<file path="config.mk">
export PLATFORM = sky130hd
export DESIGN_NAME = policy_image_validator
export DESIGN_NICKNAME = d
export VERILOG_FILES = /design/src/hw/rtl/piv_pkg.sv /design/src/hw/rtl/piv_front.sv /design/src/hw/rtl/piv_queue.sv /design/src/hw/rtl/piv_back.sv /design/src/hw/rtl/policy_image_validator.sv
export SDC_FILE = /design/constraint.sdc
export NUM_CORES = 1
export LEC_CHECK = 0
export BUFFER_PORTS_ARGS = -buffer_cell sky130_fd_sc_hd__buf_2
export CORE_UTILIZATION = 60
export DETAILED_ROUTE_END_ITERATION = 12
export PLACE_DENSITY = 0.86
export RECOVER_POWER = 100
export SLEW_MARGIN = 40
export SYNTH_ARGS = -nofsm -noshare
export SYNTH_HDL_FRONTEND = slang
export SYNTH_SLANG_ARGS = --single-unit
</file>
<file path="constraint.sdc">
create_clock -name clk -period 5.9 [get_ports clk]
set_input_delay 0 -clock clk [delete_from_list [all_inputs] [get_ports clk]]
set_output_delay 0 -clock clk [all_outputs]
set_load 0.05 [all_outputs]
</file>
<file path="src/hw/rtl/piv_pkg.sv">
`timescale 1ns / 1ps
// ----------------------------------------------------------------------------
// piv_pkg
// shared types, constants and the byte-wide crc32 update
// ----------------------------------------------------------------------------
package piv_pkg;

    localparam int RULE_BYTES = 4;

    localparam logic [31:0] CRC_INIT = 32'hFFFF_FFFF;
    localparam logic [31:0] CRC_POLY = 32'hEDB8_8320;

    localparam logic [1:0] CFG_MAGIC   = 2'd0;
    localparam logic [1:0] CFG_VERSION = 2'd1;
    localparam logic [1:0] CFG_DOMAIN  = 2'd2;
    localparam logic [1:0] CFG_MAX     = 2'd3;

    typedef enum logic [2:0] {
        ST_OK       = 3'd0,
        ST_IO       = 3'd1,
        ST_MAGIC    = 3'd2,
        ST_VERSION  = 3'd3,
        ST_DOMAIN   = 3'd4,
        ST_TOO_MANY = 3'd5,
        ST_CRC      = 3'd6
    } status_t;

    // one classified request from front to back
    typedef struct packed {
        logic [7:0]  data;
        logic        rule_valid;
        logic [9:0]  address;
        logic        verdict;
        status_t     status;
        logic [7:0]  count;
    } result_t;

    function automatic logic [31:0] crc_byte(input logic [31:0] crc, input logic [7:0] b);
        logic [31:0] c;
        c = crc ^ {24'd0, b};
        for (int k = 0; k < 8; k++)
        begin
            c = c[0] ? ((c >> 1) ^ CRC_POLY) : (c >> 1);
        end
        return c;
    endfunction

endpackage

</file>
<file path="src/hw/rtl/piv_front.sv">
`timescale 1ns / 1ps
// ----------------------------------------------------------------------------
// piv_front
// parses the framed stream, runs the crc and classifies each byte
// ----------------------------------------------------------------------------
module piv_front
(
    input  logic              clk,
    input  logic              rst_n,
    input  logic              in_fire,
    input  logic [7:0]        in_byte,
    input  logic              in_last,
    input  logic [31:0]       magic_word,
    input  logic [7:0]        expected_version,
    input  logic [7:0]        required_domain,
    input  logic [7:0]        max_rules,
    output piv_pkg::result_t  res
);
    import piv_pkg::*;

    typedef enum logic [1:0] { PH_HEADER, PH_RULES, PH_CRC, PH_DONE } phase_t;

    phase_t       phase_reg, phase_next;
    logic [9:0]   offset_reg, offset_next;
    logic [55:0]  hdr_reg, hdr_next;
    logic [31:0]  crc_reg, crc_next, crc_upd;
    logic [23:0]  rxcrc_reg, rxcrc_next;
    logic [15:0]  count_reg, count_next;
    logic [17:0]  rule_total;
    logic [15:0]  dcount;

    assign crc_upd    = crc_byte(crc_reg, in_byte);
    assign rule_total = {2'd0, count_reg} * 18'(RULE_BYTES);
    assign dcount     = {in_byte, hdr_reg[55:48]};

    always_comb
    begin
        phase_next = phase_reg;
        offset_next = offset_reg;
        hdr_next = hdr_reg;
        crc_next = crc_reg;
        rxcrc_next = rxcrc_reg;
        count_next = count_reg;
        res = '0;
        res.status = ST_OK;
        unique case (phase_reg)
            PH_HEADER:
            begin
                crc_next = crc_upd;
                if (offset_reg[2:0] != 3'd7)
                begin
                    hdr_next[offset_reg[2:0]*8 +: 8] = in_byte;
                    offset_next = offset_reg + 10'd1;
                    if (in_last)
                    begin
                        res.verdict = 1'b1;
                        res.status = ST_IO;
                    end
                end
                else
                begin
                    offset_next = '0;
                    count_next = dcount;
                    res.verdict = 1'b1;
                    if (hdr_reg[31:0] != magic_word)            res.status = ST_MAGIC;
                    else if (hdr_reg[39:32] != expected_version) res.status = ST_VERSION;
                    else if (hdr_reg[47:40] != required_domain)  res.status = ST_DOMAIN;
                    else if (dcount > {8'd0, max_rules})         res.status = ST_TOO_MANY;
                    else if (in_last)                            res.status = ST_IO;
                    else
                    begin
                        res.verdict = 1'b0;
                        phase_next = (dcount == 16'd0) ? PH_CRC : PH_RULES;
                    end
                    if (res.verdict)
                        phase_next = PH_DONE;
                end
            end
            PH_RULES:
            begin
                res.rule_valid = 1'b1;
                res.data = in_byte;
                res.address = offset_reg;
                crc_next = crc_upd;
                offset_next = offset_reg + 10'd1;
                if (in_last)
                begin
                    res.verdict = 1'b1;
                    res.status = ST_IO;
                    phase_next = PH_DONE;
                end
                else if ({8'd0, offset_next} >= rule_total)
                begin
                    offset_next = '0;
                    phase_next = PH_CRC;
                end
            end
            PH_CRC:
            begin
                if (offset_reg[1:0] != 2'd3)
                begin
                    rxcrc_next[offset_reg[1:0]*8 +: 8] = in_byte;
                    offset_next = offset_reg + 10'd1;
                    if (in_last)
                    begin
                        res.verdict = 1'b1;
                        res.status = ST_IO;
                        phase_next = PH_DONE;
                    end
                end
                else
                begin
                    offset_next = '0;
                    res.verdict = 1'b1;
                    phase_next = PH_DONE;
                    if ({in_byte, rxcrc_reg} == ~crc_reg)
                    begin
                        res.status = ST_OK;
                        res.count = count_reg[7:0];
                    end
                    else
                        res.status = ST_CRC;
                end
            end
            default: ;
        endcase
        if (in_last)
        begin
            phase_next = PH_HEADER;
            offset_next = '0;
            hdr_next = '0;
            crc_next = CRC_INIT;
            rxcrc_next = '0;
            count_next = '0;
        end
    end

    always_ff @(posedge clk or negedge rst_n)
    begin
        if (!rst_n)
        begin
            phase_reg  <= PH_HEADER;
            offset_reg <= '0;
            hdr_reg    <= '0;
            crc_reg    <= CRC_INIT;
            rxcrc_reg  <= '0;
            count_reg  <= '0;
        end
        else if (in_fire)
        begin
            phase_reg  <= phase_next;
            offset_reg <= offset_next;
            hdr_reg    <= hdr_next;
            crc_reg    <= crc_next;
            rxcrc_reg  <= rxcrc_next;
            count_reg  <= count_next;
        end
    end

    assert property (@(posedge clk) disable iff (!rst_n)
        res.rule_valid |-> phase_reg == PH_RULES) else $error("rule byte outside rules");
    assert property (@(posedge clk) disable iff (!rst_n)
        (res.count != 8'd0) |-> (res.verdict && res.status == ST_OK))
        else $error("count without ok verdict");
    assert property (@(posedge clk) disable iff (!rst_n)
        (in_fire && in_last) |=> (phase_reg == PH_HEADER && offset_reg == '0))
        else $error("no restart after last byte");

endmodule

</file>
<file path="src/hw/rtl/piv_queue.sv">
`timescale 1ns / 1ps
// ----------------------------------------------------------------------------
// piv_queue
// two-entry fifo between front and back
// ----------------------------------------------------------------------------
module piv_queue
(
    input  logic              clk,
    input  logic              rst_n,
    input  logic              push,
    input  piv_pkg::result_t  push_data,
    output logic              full,
    input  logic              pop,
    output logic              not_empty,
    output piv_pkg::result_t  head
);
    import piv_pkg::*;

    result_t     mem_reg [2];
    logic        wr_reg, rd_reg;
    logic [1:0]  cnt_reg;

    assign full      = cnt_reg == 2'd2;
    assign not_empty = cnt_reg != 2'd0;
    assign head      = mem_reg[rd_reg];

    always_ff @(posedge clk)
    begin
        if (push)
            mem_reg[wr_reg] <= push_data;
    end

    always_ff @(posedge clk or negedge rst_n)
    begin
        if (!rst_n)
        begin
            wr_reg  <= 1'b0;
            rd_reg  <= 1'b0;
            cnt_reg <= '0;
        end
        else
        begin
            if (push)
                wr_reg <= ~wr_reg;
            if (pop)
                rd_reg <= ~rd_reg;
            cnt_reg <= cnt_reg + {1'b0, push} - {1'b0, pop};
        end
    end

    assert property (@(posedge clk) disable iff (!rst_n)
        !(push && full)) else $error("queue overflow");
    assert property (@(posedge clk) disable iff (!rst_n)
        !(pop && !not_empty)) else $error("queue underflow");
    assert property (@(posedge clk) disable iff (!rst_n)
        cnt_reg != 2'd3) else $error("queue count out of range");

endmodule

</file>
<file path="src/hw/rtl/piv_back.sv">
`timescale 1ns / 1ps
// ----------------------------------------------------------------------------
// piv_back
// output register that presents each result to the downstream side
// ----------------------------------------------------------------------------
module piv_back
(
    input  logic              clk,
    input  logic              rst_n,
    input  logic              q_not_empty,
    input  piv_pkg::result_t  q_head,
    output logic              q_pop,
    input  logic              out_stall,
    output logic              out_valid,
    output piv_pkg::result_t  out_data
);
    import piv_pkg::*;

    logic     valid_reg;
    result_t  data_reg;
    logic     load;

    assign load      = q_not_empty && (!valid_reg || !out_stall);
    assign q_pop     = load;
    assign out_valid = valid_reg;
    assign out_data  = data_reg;

    always_ff @(posedge clk)
    begin
        if (load)
            data_reg <= q_head;
    end

    always_ff @(posedge clk or negedge rst_n)
    begin
        if (!rst_n)
            valid_reg <= 1'b0;
        else if (load)
            valid_reg <= 1'b1;
        else if (!out_stall)
            valid_reg <= 1'b0;
    end

    assert property (@(posedge clk) disable iff (!rst_n)
        (valid_reg && out_stall) |=> (valid_reg && $stable(data_reg)))
        else $error("stalled result changed");
    assert property (@(posedge clk) disable iff (!rst_n)
        (load) |=> valid_reg) else $error("load lost");
    assert property (@(posedge clk) disable iff (!rst_n)
        (valid_reg && !out_stall && !q_not_empty) |=> !valid_reg)
        else $error("result repeated");

endmodule

</file>
<file path="src/hw/rtl/policy_image_validator.sv">
`timescale 1ns / 1ps
// ----------------------------------------------------------------------------
// policy_image_validator
// framed policy file checker with crc32 and rule byte output
// ----------------------------------------------------------------------------
// One byte is taken per clock cycle while the two-entry queue has room, and
// each byte gives exactly one result. The parse and the byte-wide crc32
// update both settle within the accepting cycle; the result is written into
// the queue and then loaded from it into the output register. Results pass
// the queue and the output register, so a stalled output does not hold the
// input until the queue fills.
module policy_image_validator
(
    input  logic        clk,
    input  logic        rst_n,
    // configuration port
    input  logic        cfg_write,
    input  logic [1:0]  cfg_index,
    input  logic [31:0] cfg_data,
    // input requests
    input  logic        in_valid,
    output logic        in_stall,
    input  logic [7:0]  stream_byte,
    input  logic        last_byte,
    // result requests
    output logic        out_valid,
    input  logic        out_stall,
    output logic        rule_byte_valid,
    output logic [7:0]  rule_byte,
    output logic [9:0]  rule_address,
    output logic        verdict_valid,
    output logic [2:0]  status,
    output logic [7:0]  loaded_rules
);
    import piv_pkg::*;

    logic [31:0] magic_reg;
    logic [7:0]  version_reg, domain_reg, max_reg;
    logic        in_fire, q_full, q_not_empty, q_pop;
    result_t     fr_res, q_head, out_data;

    // configuration registers
    always_ff @(posedge clk or negedge rst_n)
    begin
        if (!rst_n)
        begin
            magic_reg   <= '0;
            version_reg <= '0;
            domain_reg  <= '0;
            max_reg     <= '0;
        end
        else if (cfg_write)
        begin
            case (cfg_index)
                CFG_MAGIC:   magic_reg   <= cfg_data;
                CFG_VERSION: version_reg <= cfg_data[7:0];
                CFG_DOMAIN:  domain_reg  <= cfg_data[7:0];
                CFG_MAX:     max_reg     <= cfg_data[7:0];
                default: ;
            endcase
        end
    end

    // accept while the queue has room
    assign in_stall = q_full;
    assign in_fire  = in_valid && !q_full;

    piv_front u_front
    (
        .clk              (clk),
        .rst_n            (rst_n),
        .in_fire          (in_fire),
        .in_byte          (stream_byte),
        .in_last          (last_byte),
        .magic_word       (magic_reg),
        .expected_version (version_reg),
        .required_domain  (domain_reg),
        .max_rules        (max_reg),
        .res              (fr_res)
    );

    piv_queue u_queue
    (
        .clk       (clk),
        .rst_n     (rst_n),
        .push      (in_fire),
        .push_data (fr_res),
        .full      (q_full),
        .pop       (q_pop),
        .not_empty (q_not_empty),
        .head      (q_head)
    );

    piv_back u_back
    (
        .clk         (clk),
        .rst_n       (rst_n),
        .q_not_empty (q_not_empty),
        .q_head      (q_head),
        .q_pop       (q_pop),
        .out_stall   (out_stall),
        .out_valid   (out_valid),
        .out_data    (out_data)
    );

    assign rule_byte_valid = out_data.rule_valid;
    assign rule_byte       = out_data.data;
    assign rule_address    = out_data.address;
    assign verdict_valid   = out_data.verdict;
    assign status          = out_data.status;
    assign loaded_rules    = out_data.count;

endmodule

</file>
# [Word-level counts from Yosys, hierarchy flattened]
# Memories as Yosys holds them, arrays and structs flattened. A register that Yosys moved wholly into a read port is not among the register bits.
# Cells that the tools add are included.
[totals] ff_bits=201 latch_bits=0 ram_bits=62 rom_bits=0 input_bits=48 output_inout_bits=33 elab_cells=148 n_memories=1
[mem_list] name="u_queue.mem_reg" words=2 word_bits=31 rd=1 rd_ports_with_merged_regs=1 wr=1 line_no="piv_queue.sv:19" rtl="result_t mem_reg [2];"
[classes] addsub=5 multipliers=0 n_div=0 order_cmp=2 n_eq_ne=21 n_shift=4 n_mux=62 bitwise=12 n_reduce_logical=27
[ops] cell="$mux W32" count=10
[ops] cell="$mux W56" count=3
[ops] cell="$not A13 Y14" count=8
[ops] cell="$mux W24" count=3
[ops] cell="$bwmux W56" count=1
[ops] cell="$shift A8 B34 Y56 const A" count=1
[ops] cell="$shiftx A8 B34 Y56" count=1
[ops] cell="$mux W16" count=3
[ops] cell="$mux W10" count=4
[ops] cell="$neg A5 Y34" count=1
[ops] cell="$neg A6 Y34" count=1
[ops] cell="$shift A8 B34 Y24 const A" count=1
[ops] cell="$shiftx A8 B34 Y24" count=1
[ops] cell="$eq A32 B32 Y1" count=1
[ops] cell="$ne A32 B32 Y1" count=1
[ops] cell="$not A32 Y32" count=1
[ops] cell="$xor A32 B8 Y32" count=1
[ops] cell="$pmux W10 S3" count=1
[ops] cell="$bwmux W24" count=1
[ops] cell="$mux W8" count=3
[ops] cell="$mux W2" count=10
[ops] cell="$mux W19" count=1
[ops] cell="$ge A10 B18 Y1" count=1
[ops] cell="$gt A16 B8 Y1" count=1
[ops] cell="other kinds (28)" count=73

# [Depth between registers and ports, before layout]
[logic_depth] ltp_word=19 ltp_mapped=14 mapped_depth_nobuf=13

# [By module]
# Synthesis repeated with hierarchy kept, for this count alone.
[hier_totals] hier_cells=1156 area_unflattened_um2=13918.3
[by_module_without_submodules] module="piv_front" instances=1 cells_per_inst=890 area_per_inst_um2=8260.4 seq_area_each_um2=3543.4
[by_module_without_submodules] module="piv_queue" instances=1 cells_per_inst=112 area_per_inst_um2=2590.0 seq_area_each_um2=1961.9
[by_module_without_submodules] module="policy_image_validator" instances=1 cells_per_inst=120 area_per_inst_um2=2093.3 seq_area_each_um2=1401.3
[by_module_without_submodules] module="piv_back" instances=1 cells_per_inst=34 area_per_inst_um2=974.7 seq_area_each_um2=955.9

# [Least setup slack after synthesis]
# Ideal clock, no wire load.
[synth_path] path_type="reg2reg" start="register u_back.valid_reg, in the netlist u_back.out_valid" end="register u_queue.cnt_reg[1]" setup_time_ns=0.080 arrival_time_ns=3.178 required_time_ns=5.820 path_slack_ns=2.642 stages_incl_launch_ff=7 n_path_buf=0 period_less_slack_ns=3.258 path_cell_list="dfrtp_1 -> a21oi_1 -> ha_1 -> inv_1 -> ha_1 -> xnor2_1 -> xnor2_1"
[synth_between] elab_chain_cells=4
[synth_lines] item="from (decl)" line_no="piv_back.sv:19" rtl="logic valid_reg;"
[synth_lines] item="from (signal assigned)" line_no="piv_back.sv:37" rtl="valid_reg <= 1'b0;"
[synth_lines] item="from (signal assigned)" line_no="piv_back.sv:39" rtl="valid_reg <= 1'b1;"
[synth_lines] item="from (signal assigned)" line_no="piv_back.sv:41" rtl="valid_reg <= 1'b0;"
[synth_lines] item="$logic_not A1 Y1" line_no="piv_back.sv:23" rtl="assign load = q_not_empty && (!valid_reg || !out_stall);"
[synth_lines] item="$logic_or A1 B1 Y1" line_no="piv_back.sv:23"
[synth_lines] item="$logic_and A1 B1 Y1" line_no="piv_back.sv:23"
[synth_lines] item="via q_pop" line_no="policy_image_validator.sv:39" rtl="logic in_fire, q_full, q_not_empty, q_pop;"
[synth_lines] item="$sub A2 B1 Y2" line_no="piv_queue.sv:47" rtl="cnt_reg <= cnt_reg + {1'b0, push} - {1'b0, pop};"
[synth_lines] item="to (signal assigned)" line_no="piv_queue.sv:47"
[synth_lines] item="to (decl)" line_no="piv_queue.sv:21" rtl="logic [1:0] cnt_reg;"
# The timed path passes the listed nets, and every way through them passes these cells.
# A chain may end at the register's enable or synchronous reset.

# [Worst setup path after layout]
[layout_path] start="register u_front.offset_reg[0]" end="register u_front.offset_reg[5]"
[layout_between] elab_chain_cells=5 word_cells_on_any_way=9 classes_between="1 x add/sub; 1 x order compare; 2 x eq/ne; 5 x mux"
[layout_lines] item="from (decl)" line_no="piv_front.sv:24" rtl="logic [9:0] offset_reg, offset_next;"
[layout_lines] item="from (signal assigned)" line_no="piv_front.sv:152" rtl="offset_reg <= offset_next;"
[layout_lines] item="$add A10 B1 Y10" line_no="piv_front.sv:53, piv_front.sv:85, piv_front.sv:103"
[layout_lines] item="$ge A10 B18 Y1" line_no="piv_front.sv:92" rtl="else if ({8'd0, offset_next} >= rule_total)"
[layout_lines] item="$mux W10" line_no="piv_front.sv:92"
[layout_lines] item="$pmux W10 S3 *" line_no="piv_front.sv:46" rtl="unique case (phase_reg)"
[layout_lines] item="$mux W10 *" line_no="piv_front.sv:127" rtl="if (in_last)"
# Mark *: on every way between the ends. The rest lies on a longest branch, timed or not.

==> results.cfg <==
[detailed_routing]
wirelength_um = 31300
vias = 9301
ant_nets = 0
remaining_drc_errors = 0
dr.pass1.iters = 5
wl_per_cell_um = 20.2
drt_iter0_drc = 896
via_per_inst = 5.99

[power_and_ir_drop]
pwr-share-seq = 0.392
p_leak_uw = 0.00642
power.total_uw = 7840
switching_share = 0.376
max-vdd-ir-drop_v = 0.000329
p_sw_uw = 2940
p_per_area_nw_per_um2 = 496
pwr-share-comb = 0.372
internal_power_uw = 4890
p_clk_frac = 0.235

[floorplanning]
num_rows = 55
fp.dieH_um = 154
initial_core_util = 0.613
die_area_sq_um = 23800
core-area_sq_um = 22700
ios = 81
die_w_um = 154

[worst_setup_path]
endpoint_kind = flip-flop
rr_worst_depth = 12
cp.arrival_ps = 4210
cp_num_cells = 12
crit_buf_inv = 1
slowest_delay_ps = 600
crit_path_start_kind = flip-flop
crit_fanout = 14
crit_family = compound AO/OA/AOI/OAI gates
crit_required_ps = 6370
crit_slowest_cell = dfrtp_1
rrSetupSlack_ps = 2160
cp_cell_sequence = inv_1 -> nor3_1 -> and3_1 -> nand3_1 -> xnor2_1 -> ha_1 -> a21oi_1 -> o2111ai_1 -> a41oi_1 -> o31ai_1 -> or2_2 -> a31oi_1
worstSetupPathType = flip-flop to flip-flop

[finish]
num_antenna_cells = 0
largest_reg_flops = 62
layout_commonest_cell = dfrtp_1
syn_to_final_growth_pct = 13.6
nNetsFinal = 1325
utilization = 0.696
mostFrequentLayoutCells = dfrtp_1 (169), edfxtp_1 (93), nand2_1 (90)
drive_above_1_share = 0.178

[timing]
rsz0062_at_grt = false
finalCritPeriodShare = 0.634
fin_tns_setup_ps = 0
worst_pin_slew_ps = 3350
hold_ws_ps = 74.7
relSlewSlack = -1.23
finalMaxSlewViolations = 202
hold_viol = 0
finalSetupViolCount = 0
fmax_mhz = 267
finClkSkew_ps = 17.7
post-route-min-period_ps = 3740

[worst_hold_path]
whs_path_depth = 3
hold_class = primary input to flip-flop

[global_route]
antenna_found_initial = 0
grt_usage = 0.272
grt-ovfl-total = 0
grt_max_degree = 138
grt_pass1_wl_um = 50400
grt_pass1_vias = 9380

[clock_tree]
cts_num_sinks = 294
clkTransAtPathRegs_ps = 60
numCtsBuffers = 29
cts_tree = yes
ctsLongestPathBuffers = 3
clkLatencyLatePin_ps = 560
htreeDepth = 1
ctsResizeCount = 0
cts-root-buf = clkbuf_16

[logic_synthesis]
synth_area_leaders = dfrtp_1 (30%), edfxtp_1 (20%), mux2_2 (7.0%), dfstp_2 (6.0%), xnor2_1 (5.3%)
synth_top_area_share = 0.304
synthArstFlopShare = 0.684
synthFlopType = dfrtp_1
ys_ff_latch = 294
synth_warnings = 0
yosysTopAreaCell = dfrtp_1
syn_inst = 1126
yosys.area_share.simple = 0.105
ys_types = 61
synthesis.nets = 1206
synth_edf_count = 93
synthAdderAreaFrac = 0.0288
synth_compound_area_frac = 0.0876
synth_seq_area_share = 0.565
syn-cell-area_sq_um = 13900
synth-xor-area-share = 0.114
syn_area_per_cell_sq_um = 12.4
muxShareOfSynthArea = 0.0761
synth_top_family_by_area = XOR/XNOR gates

[place]
dp_hpwl_um = 20500
place_congestion = 0.892
port_buffers = 80

[run]
maxCapViolations = 3

[outcome]
violations = max-capacitance violations, max-slew violations
outcome = finished with violations
-- cell usage after synthesis, types with 3 or more instances --
cell      count
a21o_1        8
a21oi_1      39
a22o_1       44
a31oi_1       4
a32o_1        5
and2_1       18
and3_1        5
buf_1         4
buf_2         7
buf_4         3
clkbuf_1     29
dfrtp_1     169
dfstp_2      32
edfxtp_1     93
ha_1         32
inv_1        31
mux2_2       87
mux2i_1       8
nand2_1      90
nand2b_1     18
nand3_1      13
nand3b_1      4
nand4_1      23
nor2_1       56
nor2b_1      13
nor3_1       14
nor4_1       12
o21ai_0      41
o21ai_1       4
o31ai_1      21
or4_1         3
xnor2_1      84
xnor2_2       9
xnor2_4       4
xor2_1       65
-- area by class of cell --
| type | instances | area, sq um |
|---|---|---|
| Clock inverter | 13 | 150 |
| Sequential cell | 294 | 7860 |
| Inverter | 31 | 116 |
| Clock buffer | 40 | 797 |
| Tap cell | 285 | 357 |
| Timing Repair Buffer | 134 | 845 |
| Fill cell | 1531 | 6890 |
| Multi-Input combinational cell | 755 | 5690 |
-- metal layers --
layer / routed length, um / global-route usage / vias to the layer above
li1: - / - / 4236
met1: 13300 / 0.369 / 4608
met2: 14800 / 0.446 / 370
met3: 1870 / 0.0420 / 87
met4: 1290 / 0.102 / 0
met5: 0 / 0 / -
-- final timing paths --
check,from,to
worst max-delay path,u_front.offset_reg[0],u_front.offset_reg[5]
worst min-delay path,last_byte,u_front.hdr_reg[5]
worst max register to register,u_front.offset_reg[0],u_front.offset_reg[5]
worst min register to register,u_front.count_reg[5],u_front.count_reg[5]
max in group asynchronous,rst_n,magic_reg[28]
min in group asynchronous,rst_n,u_front.rxcrc_reg[10]
-- worst reg2reg max path, stage by stage, from the launching register on --
cell and delay (ps):
dfrtp_1 600, inv_1 190, nor3_1 370, and3_1 320, nand3_1 120, xnor2_1 240, ha_1 290, a21oi_1 150
o2111ai_1 110, a41oi_1 530, o31ai_1 250, or2_2 320, a31oi_1 160
-- power groups by stage --
| stage | Sequential (uW) | Clock, uW | Combinational, uW |
|---|---|---|---|
| floorplan | 3370 | 0 | 1930 |
| global placement | 3070 | 0 | 2840 |
| CTS | 3060 | 1850 | 2970 |
| global route | 3120 | 1940 | 3150 |
| detailed placement | 3100 | 0 | 2920 |
| finish | 3070 | 1850 | 2920 |
-- stage by stage --
| stage | worst slack (ps) | std cells | cell area (sq um) |
|---|---|---|---|
| final | 2160 | 1552 | 15800 |
| after global routing | 1960 | 1552 | 15800 |
| after CTS | 2250 | 1552 | 16000 |
| after detailed placement | 2250 | 1456 | 14600 |
| after global placement | 2340 | 1455 | 14600 |
| after floorplan | 2640 | 1126 | 13900 |
-- timing repair --
item                                   4_1_cts  5_1_grt
hold buffers                                43        0
endpoints found under the hold margin      255        0
buffers inserted                             0        0
-- cells by family (layout without fill, tap and decap cells) --
family	Yosys count	in the layout
buffers and inverters	77	218
AOI/OAI and AO/OA	179	179
and+or+nand+nor	286	286
muxes	95	95
DFF	294	294
xor gates and xnor gates	163	163
adders and majority gates	32	32
Power figures use the tool's default switching activity.
